File: src/rtl/cwim_pkg.sv
// Shared types, constants and microcode program of the convolution window index map.
package cwim_pkg;

    localparam int MAX_DIM_DEF    = 64;
    localparam int MAX_DEPTH_DEF  = 64;
    localparam int MAX_FILTER_DEF = 8;
    localparam int MAX_RESULTS    = 64;
    localparam int STRIDE_MAX     = 8;

    localparam int DIM_W      = 7;
    localparam int FLT_W      = 4;
    localparam int STR_W      = 4;
    localparam int PAD_W      = 3;
    localparam int POS_W      = 6;
    localparam int IIDX_W     = 18;
    localparam int FIDX_W     = 12;
    localparam int CFG_IDX_W  = 3;
    localparam int CFG_DATA_W = 7;

    typedef enum logic [CFG_IDX_W-1:0] {
        REG_IN_ROWS,
        REG_IN_COLS,
        REG_IN_DEPTH,
        REG_FILTER_ROWS,
        REG_FILTER_COLS,
        REG_STRIDE,
        REG_PADDING
    } reg_idx_t;

    typedef struct packed {
        logic [DIM_W-1:0] in_rows;
        logic [DIM_W-1:0] in_cols;
        logic [DIM_W-1:0] in_depth;
        logic [FLT_W-1:0] filter_rows;
        logic [FLT_W-1:0] filter_cols;
        logic [STR_W-1:0] stride;
        logic [PAD_W-1:0] padding;
    } cwim_cfg_t;

    // datapath operation selected by the current control word
    typedef enum logic [2:0] {
        OP_WAIT,
        OP_MUL,
        OP_CHECK,
        OP_ROW,
        OP_TAP,
        OP_ERR,
        OP_EMPTY
    } op_t;

    typedef enum logic [1:0] {
        CD_NEXT,
        CD_INPUT,
        CD_CHECK,
        CD_EMIT
    } cond_t;

    localparam int PC_W = 3;
    typedef logic [PC_W-1:0] pc_t;

    localparam pc_t PC_IDLE  = 3'd0;
    localparam pc_t PC_MUL   = 3'd1;
    localparam pc_t PC_CHECK = 3'd2;
    localparam pc_t PC_ROW   = 3'd3;
    localparam pc_t PC_TAP   = 3'd4;
    localparam pc_t PC_ERR   = 3'd5;
    localparam pc_t PC_EMPTY = 3'd6;
    localparam pc_t PC_LAST  = PC_EMPTY;

    typedef struct packed {
        op_t   op;
        cond_t cond;
        pc_t   tgt_a;
        pc_t   tgt_b;
    } uword_t;

    typedef struct packed {
        logic in_go;
        logic err;
        logic empty;
        logic emit_ok;
        logic done;
        logic row_end;
    } flags_t;

    // control store
    function automatic uword_t ucode_rom(pc_t pc);
        uword_t w;
        case (pc)
            PC_IDLE:  w = '{op: OP_WAIT,  cond: CD_INPUT, tgt_a: PC_MUL,   tgt_b: PC_IDLE};
            PC_MUL:   w = '{op: OP_MUL,   cond: CD_NEXT,  tgt_a: PC_CHECK, tgt_b: PC_CHECK};
            PC_CHECK: w = '{op: OP_CHECK, cond: CD_CHECK, tgt_a: PC_ERR,   tgt_b: PC_EMPTY};
            PC_ROW:   w = '{op: OP_ROW,   cond: CD_NEXT,  tgt_a: PC_TAP,   tgt_b: PC_TAP};
            PC_TAP:   w = '{op: OP_TAP,   cond: CD_EMIT,  tgt_a: PC_IDLE,  tgt_b: PC_ROW};
            PC_ERR:   w = '{op: OP_ERR,   cond: CD_EMIT,  tgt_a: PC_IDLE,  tgt_b: PC_IDLE};
            PC_EMPTY: w = '{op: OP_EMPTY, cond: CD_EMIT,  tgt_a: PC_IDLE,  tgt_b: PC_IDLE};
            default:  w = '{op: OP_WAIT,  cond: CD_INPUT, tgt_a: PC_MUL,   tgt_b: PC_IDLE};
        endcase
        return w;
    endfunction

endpackage

File: src/rtl/cwim_cfg.sv
// Configuration register file with range saturation on write.
module cwim_cfg #(
    parameter int MAX_DIM    = cwim_pkg::MAX_DIM_DEF,
    parameter int MAX_DEPTH  = cwim_pkg::MAX_DEPTH_DEF,
    parameter int MAX_FILTER = cwim_pkg::MAX_FILTER_DEF
) (
    input  logic                            aclk,
    input  logic                            aresetn,
    input  logic                            cfg_wr_en,
    input  logic [cwim_pkg::CFG_IDX_W-1:0]  cfg_index,
    input  logic [cwim_pkg::CFG_DATA_W-1:0] cfg_data,
    output cwim_pkg::cwim_cfg_t             cfg
);
    import cwim_pkg::*;

    localparam int DIM_LIM = (1 << DIM_W) - 1;
    localparam int FLT_LIM = (1 << FLT_W) - 1;
    localparam int DIM_CAP = (MAX_DIM < DIM_LIM) ? MAX_DIM : DIM_LIM;
    localparam int DEP_CAP = (MAX_DEPTH < DIM_LIM) ? MAX_DEPTH : DIM_LIM;
    localparam int FLT_CAP = (MAX_FILTER < FLT_LIM) ? MAX_FILTER : FLT_LIM;

    cwim_cfg_t cfg_reg;

    function automatic logic [DIM_W-1:0] clamp_dim(logic [DIM_W-1:0] v, int cap);
        logic [DIM_W-1:0] r;
        if (v == '0) r = DIM_W'(1);
        else if (int'(v) > cap) r = DIM_W'(cap);
        else r = v;
        return r;
    endfunction

    function automatic logic [FLT_W-1:0] clamp_flt(logic [FLT_W-1:0] v, int cap);
        logic [FLT_W-1:0] r;
        if (v == '0) r = FLT_W'(1);
        else if (int'(v) > cap) r = FLT_W'(cap);
        else r = v;
        return r;
    endfunction

    always_ff @(posedge aclk) begin
        if (!aresetn) begin
            cfg_reg.in_rows     <= DIM_W'(1);
            cfg_reg.in_cols     <= DIM_W'(1);
            cfg_reg.in_depth    <= DIM_W'(1);
            cfg_reg.filter_rows <= FLT_W'(1);
            cfg_reg.filter_cols <= FLT_W'(1);
            cfg_reg.stride      <= STR_W'(1);
            cfg_reg.padding     <= '0;
        end else if (cfg_wr_en) begin
            case (cfg_index)
                REG_IN_ROWS:     cfg_reg.in_rows     <= clamp_dim(cfg_data, DIM_CAP);
                REG_IN_COLS:     cfg_reg.in_cols     <= clamp_dim(cfg_data, DIM_CAP);
                REG_IN_DEPTH:    cfg_reg.in_depth    <= clamp_dim(cfg_data, DEP_CAP);
                REG_FILTER_ROWS: cfg_reg.filter_rows <= clamp_flt(cfg_data[FLT_W-1:0], FLT_CAP);
                REG_FILTER_COLS: cfg_reg.filter_cols <= clamp_flt(cfg_data[FLT_W-1:0], FLT_CAP);
                REG_STRIDE:      cfg_reg.stride <= clamp_flt(cfg_data[STR_W-1:0], STRIDE_MAX);
                REG_PADDING:     cfg_reg.padding     <= cfg_data[PAD_W-1:0];
                default: begin
                end
            endcase
        end
    end

    assign cfg = cfg_reg;

endmodule

File: src/rtl/cwim_useq.sv
// Microcode sequencer: step counter, control store lookup and conditional jumps.
module cwim_useq (
    input  logic              aclk,
    input  logic              aresetn,
    input  cwim_pkg::flags_t  flags,
    output cwim_pkg::uword_t  uop
);
    import cwim_pkg::*;

    pc_t pc_reg;
    pc_t pc_next;

    assign uop = ucode_rom(pc_reg);

    always_comb begin
        pc_next = pc_reg;
        case (uop.cond)
            CD_NEXT:  pc_next = uop.tgt_a;
            CD_INPUT: pc_next = flags.in_go ? uop.tgt_a : pc_reg;
            CD_CHECK: begin
                if (flags.err) pc_next = uop.tgt_a;
                else if (flags.empty) pc_next = uop.tgt_b;
                else pc_next = pc_reg + PC_W'(1);
            end
            CD_EMIT: begin
                // hold the step while the output register is occupied
                if (!flags.emit_ok) pc_next = pc_reg;
                else if (flags.done) pc_next = uop.tgt_a;
                else if (flags.row_end) pc_next = uop.tgt_b;
                else pc_next = pc_reg;
            end
            default: pc_next = PC_IDLE;
        endcase
    end

    always_ff @(posedge aclk) begin
        if (!aresetn) begin
            pc_reg <= PC_IDLE;
        end else begin
            pc_reg <= pc_next;
        end
    end

    a_pc_in_program: assert property (@(posedge aclk) disable iff (!aresetn)
        pc_reg <= PC_LAST)
        else $error("step counter left the program");

endmodule

File: src/rtl/cwim_dp.sv
// Window address datapath: input latch, setup multiplies, tap bounds, address adders, output register.
module cwim_dp (
    input  logic                           aclk,
    input  logic                           aresetn,
    input  cwim_pkg::cwim_cfg_t            cfg,
    input  cwim_pkg::uword_t               uop,
    output cwim_pkg::flags_t               flags,
    input  logic                           s_valid,
    output logic                           s_ready,
    input  logic [cwim_pkg::POS_W-1:0]     s_out_row,
    input  logic [cwim_pkg::POS_W-1:0]     s_out_col,
    input  logic [cwim_pkg::POS_W-1:0]     s_channel,
    output logic                           m_valid,
    input  logic                           m_ready,
    output logic [cwim_pkg::IIDX_W-1:0]    m_input_index,
    output logic [cwim_pkg::FIDX_W-1:0]    m_filter_index,
    output logic                           m_valid_res,
    output logic                           m_range_error,
    output logic                           m_last
);
    import cwim_pkg::*;

    localparam int ST_W  = POS_W + STR_W;
    localparam int RB_W  = POS_W + DIM_W;
    localparam int FF_W  = 2 * FLT_W;
    localparam int AX_W  = ST_W + 2;
    localparam int RS_W  = RB_W + 2;
    localparam int N_W   = $clog2(MAX_RESULTS);
    localparam int LIM_W = ST_W + 1;

    typedef struct packed {
        logic [FLT_W-1:0] lo;
        logic [FLT_W-1:0] hi;
        logic             empty;
    } axis_t;

    logic [POS_W-1:0]  orow_reg, ocol_reg, ch_reg;
    logic [ST_W-1:0]   rstart_reg, cstart_reg;
    logic [RB_W-1:0]   rowbase_reg;
    logic [FF_W-1:0]   frfc_reg;
    logic              ch_ok_reg;
    logic [FIDX_W-1:0] fbase_reg, frow_reg;
    logic [IIDX_W-1:0] rowaddr_reg;
    logic [FLT_W-1:0]  i_reg, j_reg, i_lo_reg, i_hi_reg, j_lo_reg, j_hi_reg;
    logic [N_W-1:0]    n_reg;

    logic              m_valid_reg;
    logic [IIDX_W-1:0] m_input_index_reg;
    logic [FIDX_W-1:0] m_filter_index_reg;
    logic              m_valid_res_reg, m_range_error_reg, m_last_reg;

    axis_t              row_ax, col_ax;
    logic               range_bad;
    logic               emit_ok, emit_op, emit_fire, tap_last, row_end;
    logic [RS_W-1:0]    rsum;
    logic [RS_W+DIM_W-1:0] rprod;
    logic [FF_W-1:0]    ifc;
    logic [POS_W+FF_W-1:0] fbase_full;

    // first and last filter tap that lands inside the unpadded plane on one axis
    function automatic axis_t axis_bounds(logic [PAD_W-1:0] pad, logic [DIM_W-1:0] size,
                                          logic [ST_W-1:0] start, logic [FLT_W-1:0] fsize);
        logic signed [AX_W-1:0] lo_s, hi_s, fm1_s, max_s;
        axis_t a;
        lo_s  = $signed(AX_W'(pad)) - $signed(AX_W'(start));
        hi_s  = $signed(AX_W'(pad)) + $signed(AX_W'(size)) - $signed(AX_W'(start))
              - $signed(AX_W'(1));
        fm1_s = $signed(AX_W'(fsize)) - $signed(AX_W'(1));
        max_s = (hi_s < fm1_s) ? hi_s : fm1_s;
        a.lo  = (lo_s > $signed(AX_W'(0))) ? lo_s[FLT_W-1:0] : '0;
        a.hi  = max_s[FLT_W-1:0];
        a.empty = $signed(AX_W'(a.lo)) > max_s;
        return a;
    endfunction

    assign row_ax = axis_bounds(cfg.padding, cfg.in_rows, rstart_reg, cfg.filter_rows);
    assign col_ax = axis_bounds(cfg.padding, cfg.in_cols, cstart_reg, cfg.filter_cols);

    // window must fit in the padded plane: start + filter <= size + 2*pad
    assign range_bad = !ch_ok_reg
        || ((LIM_W'(rstart_reg) + LIM_W'(cfg.filter_rows))
            > (LIM_W'(cfg.in_rows) + LIM_W'({cfg.padding, 1'b0})))
        || ((LIM_W'(cstart_reg) + LIM_W'(cfg.filter_cols))
            > (LIM_W'(cfg.in_cols) + LIM_W'({cfg.padding, 1'b0})));

    assign emit_ok   = !m_valid_reg || m_ready;
    assign emit_op   = (uop.op == OP_TAP) || (uop.op == OP_ERR) || (uop.op == OP_EMPTY);
    assign emit_fire = emit_ok && emit_op;
    assign row_end   = (j_reg == j_hi_reg);
    assign tap_last  = (row_end && (i_reg == i_hi_reg)) || (n_reg == N_W'(MAX_RESULTS - 1));

    assign s_ready = (uop.op == OP_WAIT);

    assign flags.in_go   = s_valid;
    assign flags.err     = range_bad;
    assign flags.empty   = row_ax.empty || col_ax.empty;
    assign flags.emit_ok = emit_ok;
    assign flags.done    = (uop.op == OP_TAP) ? tap_last : 1'b1;
    assign flags.row_end = row_end;

    assign rsum  = RS_W'(rowbase_reg) + RS_W'(rstart_reg) + RS_W'(i_reg) - RS_W'(cfg.padding);
    assign rprod = (RS_W+DIM_W)'(rsum) * (RS_W+DIM_W)'(cfg.in_cols);
    assign ifc   = FF_W'(i_reg) * FF_W'(cfg.filter_cols);
    assign fbase_full = (POS_W+FF_W)'(ch_reg) * (POS_W+FF_W)'(frfc_reg);

    always_ff @(posedge aclk) begin
        case (uop.op)
            OP_WAIT: begin
                if (s_valid) begin
                    orow_reg <= s_out_row;
                    ocol_reg <= s_out_col;
                    ch_reg   <= s_channel;
                end
            end
            OP_MUL: begin
                rstart_reg  <= ST_W'(orow_reg) * ST_W'(cfg.stride);
                cstart_reg  <= ST_W'(ocol_reg) * ST_W'(cfg.stride);
                rowbase_reg <= RB_W'(ch_reg) * RB_W'(cfg.in_rows);
                frfc_reg    <= FF_W'(cfg.filter_rows) * FF_W'(cfg.filter_cols);
                ch_ok_reg   <= DIM_W'(ch_reg) < cfg.in_depth;
            end
            OP_CHECK: begin
                i_lo_reg  <= row_ax.lo;
                i_hi_reg  <= row_ax.hi;
                j_lo_reg  <= col_ax.lo;
                j_hi_reg  <= col_ax.hi;
                i_reg     <= row_ax.lo;
                n_reg     <= '0;
                fbase_reg <= fbase_full[FIDX_W-1:0];
            end
            OP_ROW: begin
                rowaddr_reg <= rprod[IIDX_W-1:0];
                frow_reg    <= fbase_reg + FIDX_W'(ifc);
                j_reg       <= j_lo_reg;
            end
            OP_TAP: begin
                if (emit_ok) begin
                    n_reg <= n_reg + N_W'(1);
                    if (row_end) i_reg <= i_reg + FLT_W'(1);
                    else j_reg <= j_reg + FLT_W'(1);
                end
            end
            default: begin
            end
        endcase
    end

    always_ff @(posedge aclk) begin
        if (!aresetn) begin
            m_valid_reg <= 1'b0;
        end else if (emit_fire) begin
            m_valid_reg <= 1'b1;
        end else if (m_ready) begin
            m_valid_reg <= 1'b0;
        end
    end

    always_ff @(posedge aclk) begin
        if (emit_fire) begin
            if (uop.op == OP_TAP) begin
                m_input_index_reg  <= rowaddr_reg + IIDX_W'(cstart_reg) + IIDX_W'(j_reg)
                                    - IIDX_W'(cfg.padding);
                m_filter_index_reg <= frow_reg + FIDX_W'(j_reg);
                m_valid_res_reg    <= 1'b1;
                m_range_error_reg  <= 1'b0;
                m_last_reg         <= tap_last;
            end else begin
                m_input_index_reg  <= '0;
                m_filter_index_reg <= '0;
                m_valid_res_reg    <= 1'b0;
                m_range_error_reg  <= (uop.op == OP_ERR);
                m_last_reg         <= 1'b1;
            end
        end
    end

    assign m_valid        = m_valid_reg;
    assign m_input_index  = m_input_index_reg;
    assign m_filter_index = m_filter_index_reg;
    assign m_valid_res    = m_valid_res_reg;
    assign m_range_error  = m_range_error_reg;
    assign m_last         = m_last_reg;

    a_err_is_final: assert property (@(posedge aclk) disable iff (!aresetn)
        m_valid_reg && m_range_error_reg |-> m_last_reg && !m_valid_res_reg)
        else $error("range error request not a lone final result");

    a_empty_zero: assert property (@(posedge aclk) disable iff (!aresetn)
        m_valid_reg && !m_valid_res_reg |->
            m_last_reg && (m_input_index_reg == '0) && (m_filter_index_reg == '0))
        else $error("non-pair request carries an address");

    a_tap_bounds: assert property (@(posedge aclk) disable iff (!aresetn)
        uop.op == OP_TAP |->
            (i_reg >= i_lo_reg) && (i_reg <= i_hi_reg)
            && (j_reg >= j_lo_reg) && (j_reg <= j_hi_reg))
        else $error("tap walk outside the unpadded window");

endmodule

File: src/rtl/conv_window_index_map_unit.sv
// Top level of the convolution window index map: config, microcode sequencer and datapath.
//
//  channel  dir  handshake          payload
//  s_       in   s_valid / s_ready  s_out_row, s_out_col, s_channel
//  m_       out  m_valid / m_ready  m_input_index, m_filter_index, m_valid_res,
//                                   m_range_error, m_last
//  cfg_     in   cfg_wr_en          cfg_index, cfg_data
//
// Each item steps through accept, setup multiply and bound check, then one
// row setup step for each filter row that lands in the plane and one tap
// step per emitted pair (at most 64). Range-error and empty windows emit one
// result from their own step after the bound check. The row-address multiply
// per row and the single output register set the pace of a window.
// Reset is synchronous, active low; no clearing pass is needed.
// A stalled result holds the tap step; a new request is taken only in the idle step.
module conv_window_index_map_unit #(
    parameter int MAX_DIM    = cwim_pkg::MAX_DIM_DEF,
    parameter int MAX_DEPTH  = cwim_pkg::MAX_DEPTH_DEF,
    parameter int MAX_FILTER = cwim_pkg::MAX_FILTER_DEF
) (
    input  logic                            aclk,
    input  logic                            aresetn,
    input  logic                            cfg_wr_en,
    input  logic [cwim_pkg::CFG_IDX_W-1:0]  cfg_index,
    input  logic [cwim_pkg::CFG_DATA_W-1:0] cfg_data,
    input  logic                            s_valid,
    output logic                            s_ready,
    input  logic [cwim_pkg::POS_W-1:0]      s_out_row,
    input  logic [cwim_pkg::POS_W-1:0]      s_out_col,
    input  logic [cwim_pkg::POS_W-1:0]      s_channel,
    output logic                            m_valid,
    input  logic                            m_ready,
    output logic [cwim_pkg::IIDX_W-1:0]     m_input_index,
    output logic [cwim_pkg::FIDX_W-1:0]     m_filter_index,
    output logic                            m_valid_res,
    output logic                            m_range_error,
    output logic                            m_last
);
    import cwim_pkg::*;

    cwim_cfg_t cfg;
    uword_t    uop;
    flags_t    flags;

    cwim_cfg #(
        .MAX_DIM    (MAX_DIM),
        .MAX_DEPTH  (MAX_DEPTH),
        .MAX_FILTER (MAX_FILTER)
    ) u_cfg (
        .aclk      (aclk),
        .aresetn   (aresetn),
        .cfg_wr_en (cfg_wr_en),
        .cfg_index (cfg_index),
        .cfg_data  (cfg_data),
        .cfg       (cfg)
    );

    cwim_useq u_useq (
        .aclk    (aclk),
        .aresetn (aresetn),
        .flags   (flags),
        .uop     (uop)
    );

    cwim_dp u_dp (
        .aclk           (aclk),
        .aresetn        (aresetn),
        .cfg            (cfg),
        .uop            (uop),
        .flags          (flags),
        .s_valid        (s_valid),
        .s_ready        (s_ready),
        .s_out_row      (s_out_row),
        .s_out_col      (s_out_col),
        .s_channel      (s_channel),
        .m_valid        (m_valid),
        .m_ready        (m_ready),
        .m_input_index  (m_input_index),
        .m_filter_index (m_filter_index),
        .m_valid_res    (m_valid_res),
        .m_range_error  (m_range_error),
        .m_last         (m_last)
    );

endmodule

File: config.mk
export PLATFORM = sky130hd
export DESIGN_NAME = conv_window_index_map_unit
export DESIGN_NICKNAME = d
export VERILOG_FILES = /design/src/rtl/cwim_pkg.sv /design/src/rtl/cwim_cfg.sv /design/src/rtl/cwim_useq.sv /design/src/rtl/cwim_dp.sv /design/src/rtl/conv_window_index_map_unit.sv
export SDC_FILE = /design/constraint.sdc
export NUM_CORES = 1
export LEC_CHECK = 0
export ABC_AREA = 0
export BUFFER_PORTS_ARGS = -buffer_cell sky130_fd_sc_hd__clkbuf_2
export CORE_MARGIN = 2
export CORE_UTILIZATION = 55
export DETAILED_ROUTE_END_ITERATION = 16
export PLACE_DENSITY_LB_ADDON = 0.08
export SLEW_MARGIN = 5
export SYNTH_ARGS = -nofsm -noshare
export SYNTH_HDL_FRONTEND = slang
export SYNTH_SLANG_ARGS = --single-unit
File: constraint.sdc
create_clock -name aclk -period 10.95 [get_ports aclk]
set_clock_uncertainty 0.05 [all_clocks]
set_input_delay 2.19 -clock aclk [delete_from_list [all_inputs] [get_ports aclk]]
set_output_delay 2.19 -clock aclk [all_outputs]
set_load 0.03 [all_outputs]
==> results of run 1 <==
[worst max path at each step]
stage	from	endpoint	slack, ns
5_1_grt	u_dp.rstart_reg[0]$_DFFE_PN_	u_dp.rowaddr_reg[17]$_DFFE_PN_	1.90
3_5_place_dp	u_dp.rstart_reg[0]$_DFFE_PN_	u_dp.rowaddr_reg[17]$_DFFE_PN_	2.64
6_report	u_dp.rstart_reg[0]$_DFFE_PN_	u_dp.rowaddr_reg[17]$_DFFE_PN_	2.60
2_1_floorplan	u_dp.rstart_reg[0]$_DFFE_PN_	u_dp.rowaddr_reg[17]$_DFFE_PN_	3.32
4_1_cts	u_dp.rstart_reg[0]$_DFFE_PN_	u_dp.rowaddr_reg[17]$_DFFE_PN_	2.61
3_3_place_gp	u_dp.rstart_reg[0]$_DFFE_PN_	u_dp.rowaddr_reg[17]$_DFFE_PN_	2.84
[cell usage after synthesis (5+ instances only)]
master / n / share of area, %
sky130_fd_sc_hd__inv_1: 298 / 5.3
sky130_fd_sc_hd__ha_1: 292 / 17
sky130_fd_sc_hd__nand2_1: 198 / 3.5
sky130_fd_sc_hd__edfxtp_1: 161 / 23
sky130_fd_sc_hd__fa_1: 155 / 15
sky130_fd_sc_hd__and2_1: 141 / 4.2
sky130_fd_sc_hd__xnor2_1: 119 / 4.9
sky130_fd_sc_hd__a21oi_1: 113 / 2.7
sky130_fd_sc_hd__nor2_1: 112 / 2.0
sky130_fd_sc_hd__xor2_1: 52 / 2.2
sky130_fd_sc_hd__o21ai_0: 51 / 1.2
sky130_fd_sc_hd__nor2b_1: 50 / 1.5
sky130_fd_sc_hd__clkbuf_1: 46 / 0.82
sky130_fd_sc_hd__a21o_1: 41 / 1.5
sky130_fd_sc_hd__dfxtp_1: 40 / 3.8
sky130_fd_sc_hd__nor3_1: 33 / 0.78
sky130_fd_sc_hd__mux2i_1: 30 / 1.4
sky130_fd_sc_hd__o21bai_1: 30 / 1.1
sky130_fd_sc_hd__nand3_1: 28 / 0.66
sky130_fd_sc_hd__o21a_1: 22 / 0.78
sky130_fd_sc_hd__nand2b_1: 18 / 0.53
sky130_fd_sc_hd__and3_1: 15 / 0.44
sky130_fd_sc_hd__or3_1: 14 / 0.41
sky130_fd_sc_hd__a211oi_1: 11 / 0.39
sky130_fd_sc_hd__o211ai_1: 11 / 0.39
sky130_fd_sc_hd__o2111ai_1: 10 / 0.41
sky130_fd_sc_hd__a21boi_0: 8 / 0.28
sky130_fd_sc_hd__nand4_1: 8 / 0.24
sky130_fd_sc_hd__or2_2: 8 / 0.24
sky130_fd_sc_hd__nor3b_1: 7 / 0.25
sky130_fd_sc_hd__nand3b_1: 6 / 0.21
sky130_fd_sc_hd__nor4_1: 6 / 0.18
sky130_fd_sc_hd__o31ai_1: 5 / 0.18
sky130_fd_sc_hd__o41ai_1: 5 / 0.21
[cells by family after synthesis]
logic type | Yosys count
xor+xnor | 173
simple gates | 656
compound gates | 345
fa+ha+maj | 447
flops | 201
mux | 35
buf+inv | 350
[worst register-to-register path, delay by kind of cell, from the launching register on]
family / cells / cell delay [ns]
AOI/OAI and AO/OA: 12 / 2.37
xor gates and xnor gates: 3 / 0.76
buffers and inverters: 3 / 0.18
DFF: 1 / 0.45
adders and majority gates: 8 / 3.35
and+or+nand+nor: 5 / 0.95
[final cells by class]
type	count	area [um2]	share of cell area (%)
inverter	300	1126	4.897
multi-input combinational	1656	14240	61.92
clock buffer	27	654.4	2.846
timing repair buffer	79	425.4	1.850
sequential	201	5635	24.51
tap	511	639.4	2.781
clock inverter	21	275.3	1.197
[metrics by stage]
| stage | instances | setup WS, ns | total power [mW] | hold slack [ns] | utilization, % |
|---|---|---|---|---|---|
| detailed placement | 2747 | 2.640 | 6.509 | 0.4342 | 58.44 |
| global placement | 2747 | 2.842 | 6.345 | 0.4309 | 58.44 |
| CTS | 2795 | 2.614 | 7.484 | 0.4515 | 60.90 |
| finish | 2795 | 2.598 | 7.450 | 0.4555 | 60.90 |
| global route | 2795 | 1.902 | 8.247 | 0.4954 | 60.90 |
| floorplan | 2207 | 3.322 | 5.347 | 0.4113 | - |
[per-layer routing]
| layer | share of wire (%) | global-route usage [%] | up-vias | wire length (um) |
|---|---|---|---|---|
| li1 | - | - | 7557 | - |
| met1 | 45 | 31.99 | 7522 | 21360 |
| met2 | 48 | 43.15 | 319 | 22990 |
| met3 | 4.3 | 2.441 | 57 | 2021 |
| met4 | 2.4 | 6.317 | 0 | 1128 |
| met5 | 0 | 0 | - | 0 |
[power by group through the flow]
stage	logic, mW	registers (mW)	clock network, mW
CTS	5.11	1.43	0.941
global placement	4.90	1.44	0
floorplan	3.94	1.41	0
finish	5.09	1.43	0.926
detailed placement	5.07	1.44	0
global route	5.82	1.45	0.972
==> tab_implementation.tex, run 1 <==
\begin{tabular}{lr}
\hline
Metric & Value \\
\hline
\multicolumn{2}{l}{\textbf{Outcome}} \\
\quad Run status & completed \\
\multicolumn{2}{l}{\textbf{Power and ir drop}} \\
\quad Switching share of power & a little under half \\
\quad PwrDens & 324.0 mW/mm2 \\
\quad Leakage & 10.65 nW \\
\quad Worst-case vdd ir drop & 0.0002557 V \\
\quad Clock power share & 12.4\% \\
\quad Logic gate share of total power & about 68\% \\
\quad Int Pwr & 3.885 mW \\
\quad Psw & 3.565 mW \\
\quad Register share of total power & 19.2\% \\
\multicolumn{2}{l}{\textbf{Synthesis}} \\
\quad Share of cell area taken by muxes after synthesis & 1.685\% \\
\quad Sequential share of the synthesized area & 26.63\% \\
\quad Dominant combinational cell family by area after synthesis & adder cells \\
\quad Synth Warn \# & 0 \\
\quad Synthesized flop and latch total & between 200 and 250 \\
\quad Area of the mapped netlist & 0.02116 mm2 \\
\quad Adder-cell area share of the yosys netlist & 31.93\% \\
\quad Net Count, Synth & 2687 \\
\quad Area share of xor/xnor cells in the synthesized design & 7.290\% \\
\quad Count of mapped cells out of synthesis & 2207 \\
\quad Most frequently used flop master after synthesis & sky130\_fd\_sc\_hd\_\_edfxtp\_1 \\
\quad Async S/R FF share, synth & 0\% \\
\quad Simple-gate area share of the yosys netlist & 15.60\% \\
\quad Number of synthesized flops with an enable pin & 161 \\
\quad Compound-Gate Fraction of Synth Area & between 10\% and 20\% \\
\quad Mean post-synth cell area & 9.589 um2 \\
\quad Cell variety after synth & 67 \\
\multicolumn{2}{l}{\textbf{Finish}} \\
\quad Final Net Count & 2744 \\
\quad Post-route cell area & 0.02299 mm2 \\
\quad Syn-to-layout area delta & 8.650\% \\
\quad Fill cell count & 3287 \\
\quad Commonest cells after routing, fill and taps aside & 298 x sky130\_fd\_sc\_hd\_\_inv\_1, 292 x sky130\_fd\_sc\_hd\_\_ha\_1, 198 x sky130\_fd\_sc\_hd\_\_nand2\_1 \\
\quad Share of final-layout standard cells stronger than drive strength 1 & 6.305\% \\
\quad Commonest non-fill, non-tap cell in the layout & sky130\_fd\_sc\_hd\_\_inv\_1 \\
\quad Largest register FFs & 36 \\
\quad Number of inserted diodes & 0 \\
\multicolumn{2}{l}{\textbf{Setup path}} \\
\quad Top fanout value on the critical path & 7 \\
\quad Kind of start point of the critical path & flip-flop \\
\quad Crit path depth & 31 \\
\quad Slowest Stage Delay on Critical Path & 0.50 ns \\
\quad Category of the worst setup path capture point & flip-flop \\
\quad Cell type group with the largest total delay on the critical path & adder cells \\
\quad R2r setup slk & 2.60 ns \\
\quad Required @ worst endpoint & approximately 11 ns \\
\quad WP buf/inv & 3 \\
\quad Endpoint of the most critical register-to-register path & u\_dp.rowaddr\_reg[17]\$\_DFFE\_PN\_ \\
\quad Critical path class & reg2reg \\
\quad Master of the slowest instance on the critical path & sky130\_fd\_sc\_hd\_\_fa\_1 \\
\quad Worst R2R Path Depth & 31 \\
\quad Arrival time reported for the critical path endpoint & 8.61 ns \\
\quad Origin of the critical flop-to-flop path & u\_dp.rstart\_reg[0]\$\_DFFE\_PN\_ \\
\quad Cell repeated most along the worst path & sky130\_fd\_sc\_hd\_\_fa\_1 \\
\multicolumn{2}{l}{\textbf{Hold path}} \\
\quad Worst hold path startpoint & u\_cfg.cfg[15]\$\_SDFFE\_PN1P\_ \\
\quad Hold Crit Depth & 2 \\
\quad Class of the most critical hold timing path & reg2reg \\
\quad Worst Hold End & u\_cfg.cfg[15]\$\_SDFFE\_PN1P\_ \\
\multicolumn{2}{l}{\textbf{Clock tree}} \\
\quad Clock transition time at the flip-flop clock pins of the worst setup and hold paths & roughly 0.070 ns \\
\quad Clock tree from TritonCTS & yes \\
\quad CTS resizes & 0 \\
\quad Total clock buffers created by CTS & 26 \\
\quad Worst-Skew Late Latency & 0.56 ns \\
\quad Clock tree root driver cell & sky130\_fd\_sc\_hd\_\_clkbuf\_16 \\
\quad Total clock sinks & 201 \\
\quad Buffers inserted during post-CTS setup optimization & 0 \\
\quad Total of hold buffers inserted after clock tree synthesis & 0 \\
\quad H-tree depth & 1 \\
\quad Worst-case clock buffer depth & 3 \\
\multicolumn{2}{l}{\textbf{GRT}} \\
\quad Number of global-route vias before repair & $\sim$16000 \\
\quad First-pass GRT wire length & roughly 80000 um \\
\quad GRT Overall Usage & about a quarter \\
\quad Total grt overflow & 0 \\
\quad Pin count of the biggest net entering global routing & 43 \\
\quad Number of antenna violations at the first check in global routing & 0 \\
\multicolumn{2}{l}{\textbf{Detailed routing}} \\
\quad Post-route DRC & 0 \\
\quad Vias & 15460 \\
\quad DR WL/cell & 16.99 um \\
\quad Detailed-route vias per instance & 5.530 \\
\quad Sum of routed wire length over all layers & between 40000 and 50000 um \\
\quad First-pass DRT Iterations & 6 \\
\quad Remaining number of nets flagged by the antenna check after routing & 0 \\
\quad DR iter-0 viols & 753 \\
\multicolumn{2}{l}{\textbf{Timing}} \\
\quad Final period utilization & between 70 and 80\% \\
\quad Setup violations, final & 0 \\
\quad Worst-margin pin slew & 1.118 ns \\
\quad Upper clock frequency limit & 119.7 MHz \\
\quad Pins over their slew limit & 0 \\
\quad Minimum clock period after layout & 8.352 ns \\
\quad Setup repair after global routing missed its margin & false \\
\quad Final Hold Viols & 0 \\
\quad Relative slew slack & 25.48\% \\
\quad Total negative setup slack & 0 ns \\
\multicolumn{2}{l}{\textbf{Floorplan}} \\
\quad Area of the die & between 0.04 and 0.05 mm2 \\
\quad Area of the placeable core & approximately 0.038 mm2 \\
\quad Die extent in x & 200.2 um \\
\quad Effective utilization at floorplan & 56.05\% \\
\quad Die height & 200.2 um \\
\quad Number of placement rows & 71 \\
\quad I/O pin count & 68 \\
\multicolumn{2}{l}{\textbf{Flow run}} \\
\quad Number of violations of the max-capacitance limit & 0 \\
\multicolumn{2}{l}{\textbf{Place}} \\
\quad Weighted congestion reported at the end of routability-driven placement & slightly below 0.9 \\
\quad Instance area at placement & $\sim$0.022 mm2 \\
\quad DP HPWL & about 38000 um \\
\quad Number of I/O port buffers & 67 \\
\hline
\end{tabular}
(Power assumes the default switching activity.)
==> run 2, diff against run 1 <==
==> constraint.sdc (replaced) <==
create_clock -name aclk -period 8.3 [get_ports aclk]
set_clock_uncertainty 0.05 [all_clocks]
set_input_delay 1.66 -clock aclk [delete_from_list [all_inputs] [get_ports aclk]]
set_output_delay 1.66 -clock aclk [all_outputs]
set_load 0.03 [all_outputs]
==> run 2 against run 1 <==
Net effect:
- sequential share of layout area hardly changed
- register-to-register slack worse by 2.3 ns
- maximum frequency is 4.5% higher
- die area unchanged
- cell count up 0.14%
- combinational power increased by 35%
- largest cell class unchanged
- critical endpoint unchanged
- design area about the same
- via count down 0.42%
- clock-buffer cell count up 10
- sequential power is 31% higher
==> tab_implementation.tex, run 2 (same netlist as run 1, synthesis figures left out) <==
\begin{tabular}{lr}
\hline
Metric & Value \\
\hline
\multicolumn{2}{l}{\textbf{Outcome}} \\
\quad Run status & completed (unchanged) \\
\multicolumn{2}{l}{\textbf{Setup path}} \\
\quad Arrival time reported for the critical path endpoint & 8.22 ns (was 8.61 ns) \\
\quad Kind of start point of the critical path & flip-flop (unchanged) \\
\quad Critical path class & reg2reg (unchanged) \\
\quad Worst setup path startpoint & u\_dp.rstart\_reg[0]\$\_DFFE\_PN\_ (unchanged) \\
\quad Required @ worst endpoint & 8.52 ns (was 11.21 ns) \\
\quad Cell type group with the largest total delay on the critical path & adder cells (unchanged) \\
\quad WP buf/inv & 3 (unchanged) \\
\quad Top fanout value on the critical path & 6 (was 7) \\
\quad Slowest Stage Delay on Critical Path & 0.51 ns (was 0.50 ns) \\
\quad Master of the slowest instance on the critical path & sky130\_fd\_sc\_hd\_\_fa\_1 (unchanged) \\
\quad Origin of the critical flop-to-flop path & u\_dp.rstart\_reg[0]\$\_DFFE\_PN\_ (unchanged) \\
\quad Category of the worst setup path capture point & flip-flop (unchanged) \\
\quad Cell repeated most along the worst path & sky130\_fd\_sc\_hd\_\_fa\_1 (unchanged) \\
\multicolumn{2}{l}{\textbf{Timing}} \\
\quad Smallest hold slack & 0.4555 ns (about the same) \\
\quad Setup violations, final & 0 (unchanged) \\
\quad Pins over their slew limit & 0 (unchanged) \\
\quad Upper clock frequency limit & 125.1 MHz (was 119.7 MHz) \\
\quad Final Hold Viols & 0 (unchanged) \\
\quad Relative slew slack & 25.59\% (was 25.48\%) \\
\quad Total negative setup slack & 0 ns (unchanged) \\
\quad Post-route worst setup slack & 0.3047 ns (was 2.598 ns) \\
\quad Final period utilization & 96.33\% (was 76.28\%) \\
\quad Minimum clock period after layout & 7.995 ns (was 8.352 ns) \\
\quad Worst-margin pin slew & 1.116 ns (was 1.118 ns) \\
\multicolumn{2}{l}{\textbf{Finish}} \\
\quad Final core utilization & 60.86\% (was 60.90\%) \\
\quad Commonest non-fill, non-tap cell in the layout & sky130\_fd\_sc\_hd\_\_inv\_1 (unchanged) \\
\quad Count of placed standard cells in the final layout, fillers left out & 2799 (was 2795) \\
\quad Number of inserted diodes & 0 (unchanged) \\
\quad Final Net Count & 2749 (was 2744) \\
\quad Syn-to-layout area delta & 8.573\% (was 8.650\%) \\
\quad Commonest cells after routing, fill and taps aside & 298 x sky130\_fd\_sc\_hd\_\_inv\_1, 292 x sky130\_fd\_sc\_hd\_\_ha\_1, 198 x sky130\_fd\_sc\_hd\_\_nand2\_1 (unchanged) \\
\quad Fill cell count & 3205 (was 3287) \\
\quad Largest register FFs & 36 (unchanged) \\
\quad Share of final-layout standard cells stronger than drive strength 1 & 6.774\% (was 6.305\%) \\
\multicolumn{2}{l}{\textbf{Floorplan}} \\
\quad Number of placement rows & 71 (unchanged) \\
\quad Area of the placeable core & 0.03776 mm2 (unchanged) \\
\quad Effective utilization at floorplan & 56.05\% (unchanged) \\
\quad Die height & 200.2 um (unchanged) \\
\quad Area of the die & 0.04006 mm2 (unchanged) \\
\quad Die extent in x & 200.2 um (unchanged) \\
\quad I/O pin count & 68 (unchanged) \\
\multicolumn{2}{l}{\textbf{Clock tree}} \\
\quad Total of hold buffers inserted after clock tree synthesis & 0 (unchanged) \\
\quad Clock tree root driver cell & sky130\_fd\_sc\_hd\_\_clkbuf\_16 (unchanged) \\
\quad Clock transition time at the flip-flop clock pins of the worst setup and hold paths & 0.06 ns (was 0.07 ns) \\
\quad Total clock sinks & 201 (unchanged) \\
\quad Worst-Skew Late Latency & 0.55 ns (was 0.56 ns) \\
\quad Total clock buffers created by CTS & 25 (was 26) \\
\quad Worst-case clock buffer depth & 3 (unchanged) \\
\quad Clock tree from TritonCTS & yes (unchanged) \\
\quad H-tree depth & 1 (unchanged) \\
\multicolumn{2}{l}{\textbf{Detailed routing}} \\
\quad Remaining number of nets flagged by the antenna check after routing & 0 (unchanged) \\
\quad Post-route DRC & 0 (unchanged) \\
\quad Detailed-route vias per instance & 5.498 (was 5.530) \\
\quad DR WL/cell & 16.76 um (was 16.99 um) \\
\quad Vias & 15390 (was 15460) \\
\quad DR iter-0 viols & 876 (was 753) \\
\quad First-pass DRT Iterations & 5 (was 6) \\
\quad Sum of routed wire length over all layers & 46930 um (was 47500 um) \\
\multicolumn{2}{l}{\textbf{Power and ir drop}} \\
\quad PwrDens & 429.1 mW/mm2 (was 324.0 mW/mm2) \\
\quad Leakage & 10.66 nW (was 10.65 nW) \\
\quad Worst-case vdd ir drop & 0.0003550 V (was 0.0002557 V) \\
\multicolumn{2}{l}{\textbf{Hold path}} \\
\quad Class of the most critical hold timing path & reg2reg (unchanged) \\
\quad Worst hold path startpoint & u\_cfg.cfg[15]\$\_SDFFE\_PN1P\_ (unchanged) \\
\multicolumn{2}{l}{\textbf{Place}} \\
\quad Weighted congestion reported at the end of routability-driven placement & 0.8814 (was 0.8844) \\
\quad DP HPWL & 37340 um (was 37700 um) \\
\quad Placed Cells incl. Taps & 2751 (was 2747) \\
\quad Number of I/O port buffers & 67 (unchanged) \\
\quad Pre-CTS WS & 0.07903 ns (was 2.640 ns) \\
\multicolumn{2}{l}{\textbf{GRT}} \\
\quad Pin count of the biggest net entering global routing & 43 (unchanged) \\
\quad Total grt overflow & 0 (unchanged) \\
\quad Number of global-route vias before repair & 15630 (was 16270) \\
\quad Number of antenna violations at the first check in global routing & 0 (unchanged) \\
\quad GRT Overall Usage & 24.05\% (was 24.39\%) \\
\quad First-pass GRT wire length & 78510 um (was 79830 um) \\
\multicolumn{2}{l}{\textbf{Flow run}} \\
\quad Number of violations of the max-capacitance limit & 0 (unchanged) \\
\hline
\end{tabular}
==> run 2: path summary, 6_finish.rpt <==
path / slack, ns / to / cells past startpoint
worst max-delay path: 0.30 / u_dp.rowaddr_reg[17]$_DFFE_PN_ / 31
worst min register to register: 0.46 / u_cfg.cfg[15]$_SDFFE_PN1P_ / 2
worst min-delay path: 0.46 / u_cfg.cfg[15]$_SDFFE_PN1P_ / 2
worst max register to register: 0.30 / u_dp.rowaddr_reg[17]$_DFFE_PN_ / 31
==> run 2: metrics by stage <==
step           total power [mW]  area [um2]
2_1_floorplan             7.054       21160
3_3_place_gp              8.458       22090
3_5_place_dp              8.665       22090
4_1_cts                   9.839       22940
5_1_grt                   10.90       22980
6_report                  9.859       22980
==> run 2: worst reg2reg max path: cells and delay by family (launching register included) <==
kind	cells	cell delay [ns]
XOR/XNOR	3	0.66
flip-flops	1	0.41
buffers and inverters	3	0.18
adder cells (fa/ha/maj)	8	3.34
AO/OA/AOI/OAI	12	2.21
AND/OR/NAND/NOR	5	0.90
==> run 2: cell type report <==
class                           instances  area [um2]  area share, %
Multi-Input combinational cell       1656       14260          62.07
Tap cell                              511       639.4          2.783
Timing Repair Buffer                   85       470.5          2.047
Clock buffer                           37       762.0          3.316
Sequential cell                       201        5635          24.53
Clock inverter                          9       82.58         0.3594
Inverter                              300        1126          4.901
==> run 2: where the power goes <==
part	total [mW]	switching, mW	internal [mW]	leakage, nW
combinational	6.87	4.05	2.83	8.44
clock	1.10	0.439	0.666	0.414
sequential	1.88	0.258	1.62	1.80
==> run 2: per-layer routing <==
metal | wire [um] | GRT usage [%] | vias to the layer above
met2 | 21900 | 40.43 | 319
met4 | 1552 | 7.516 | 0
met3 | 2393 | 2.750 | 68
li1 | - | - | 7577
met5 | 0 | 0 | -
met1 | 21080 | 32.63 | 7426
==> run 2: timing repair <==
item                                    CTS  global route
buffers inserted                          0             2
resized for setup                         0             5
hold endpoints to repair                  0             0
endpoints found under the setup margin    0             4
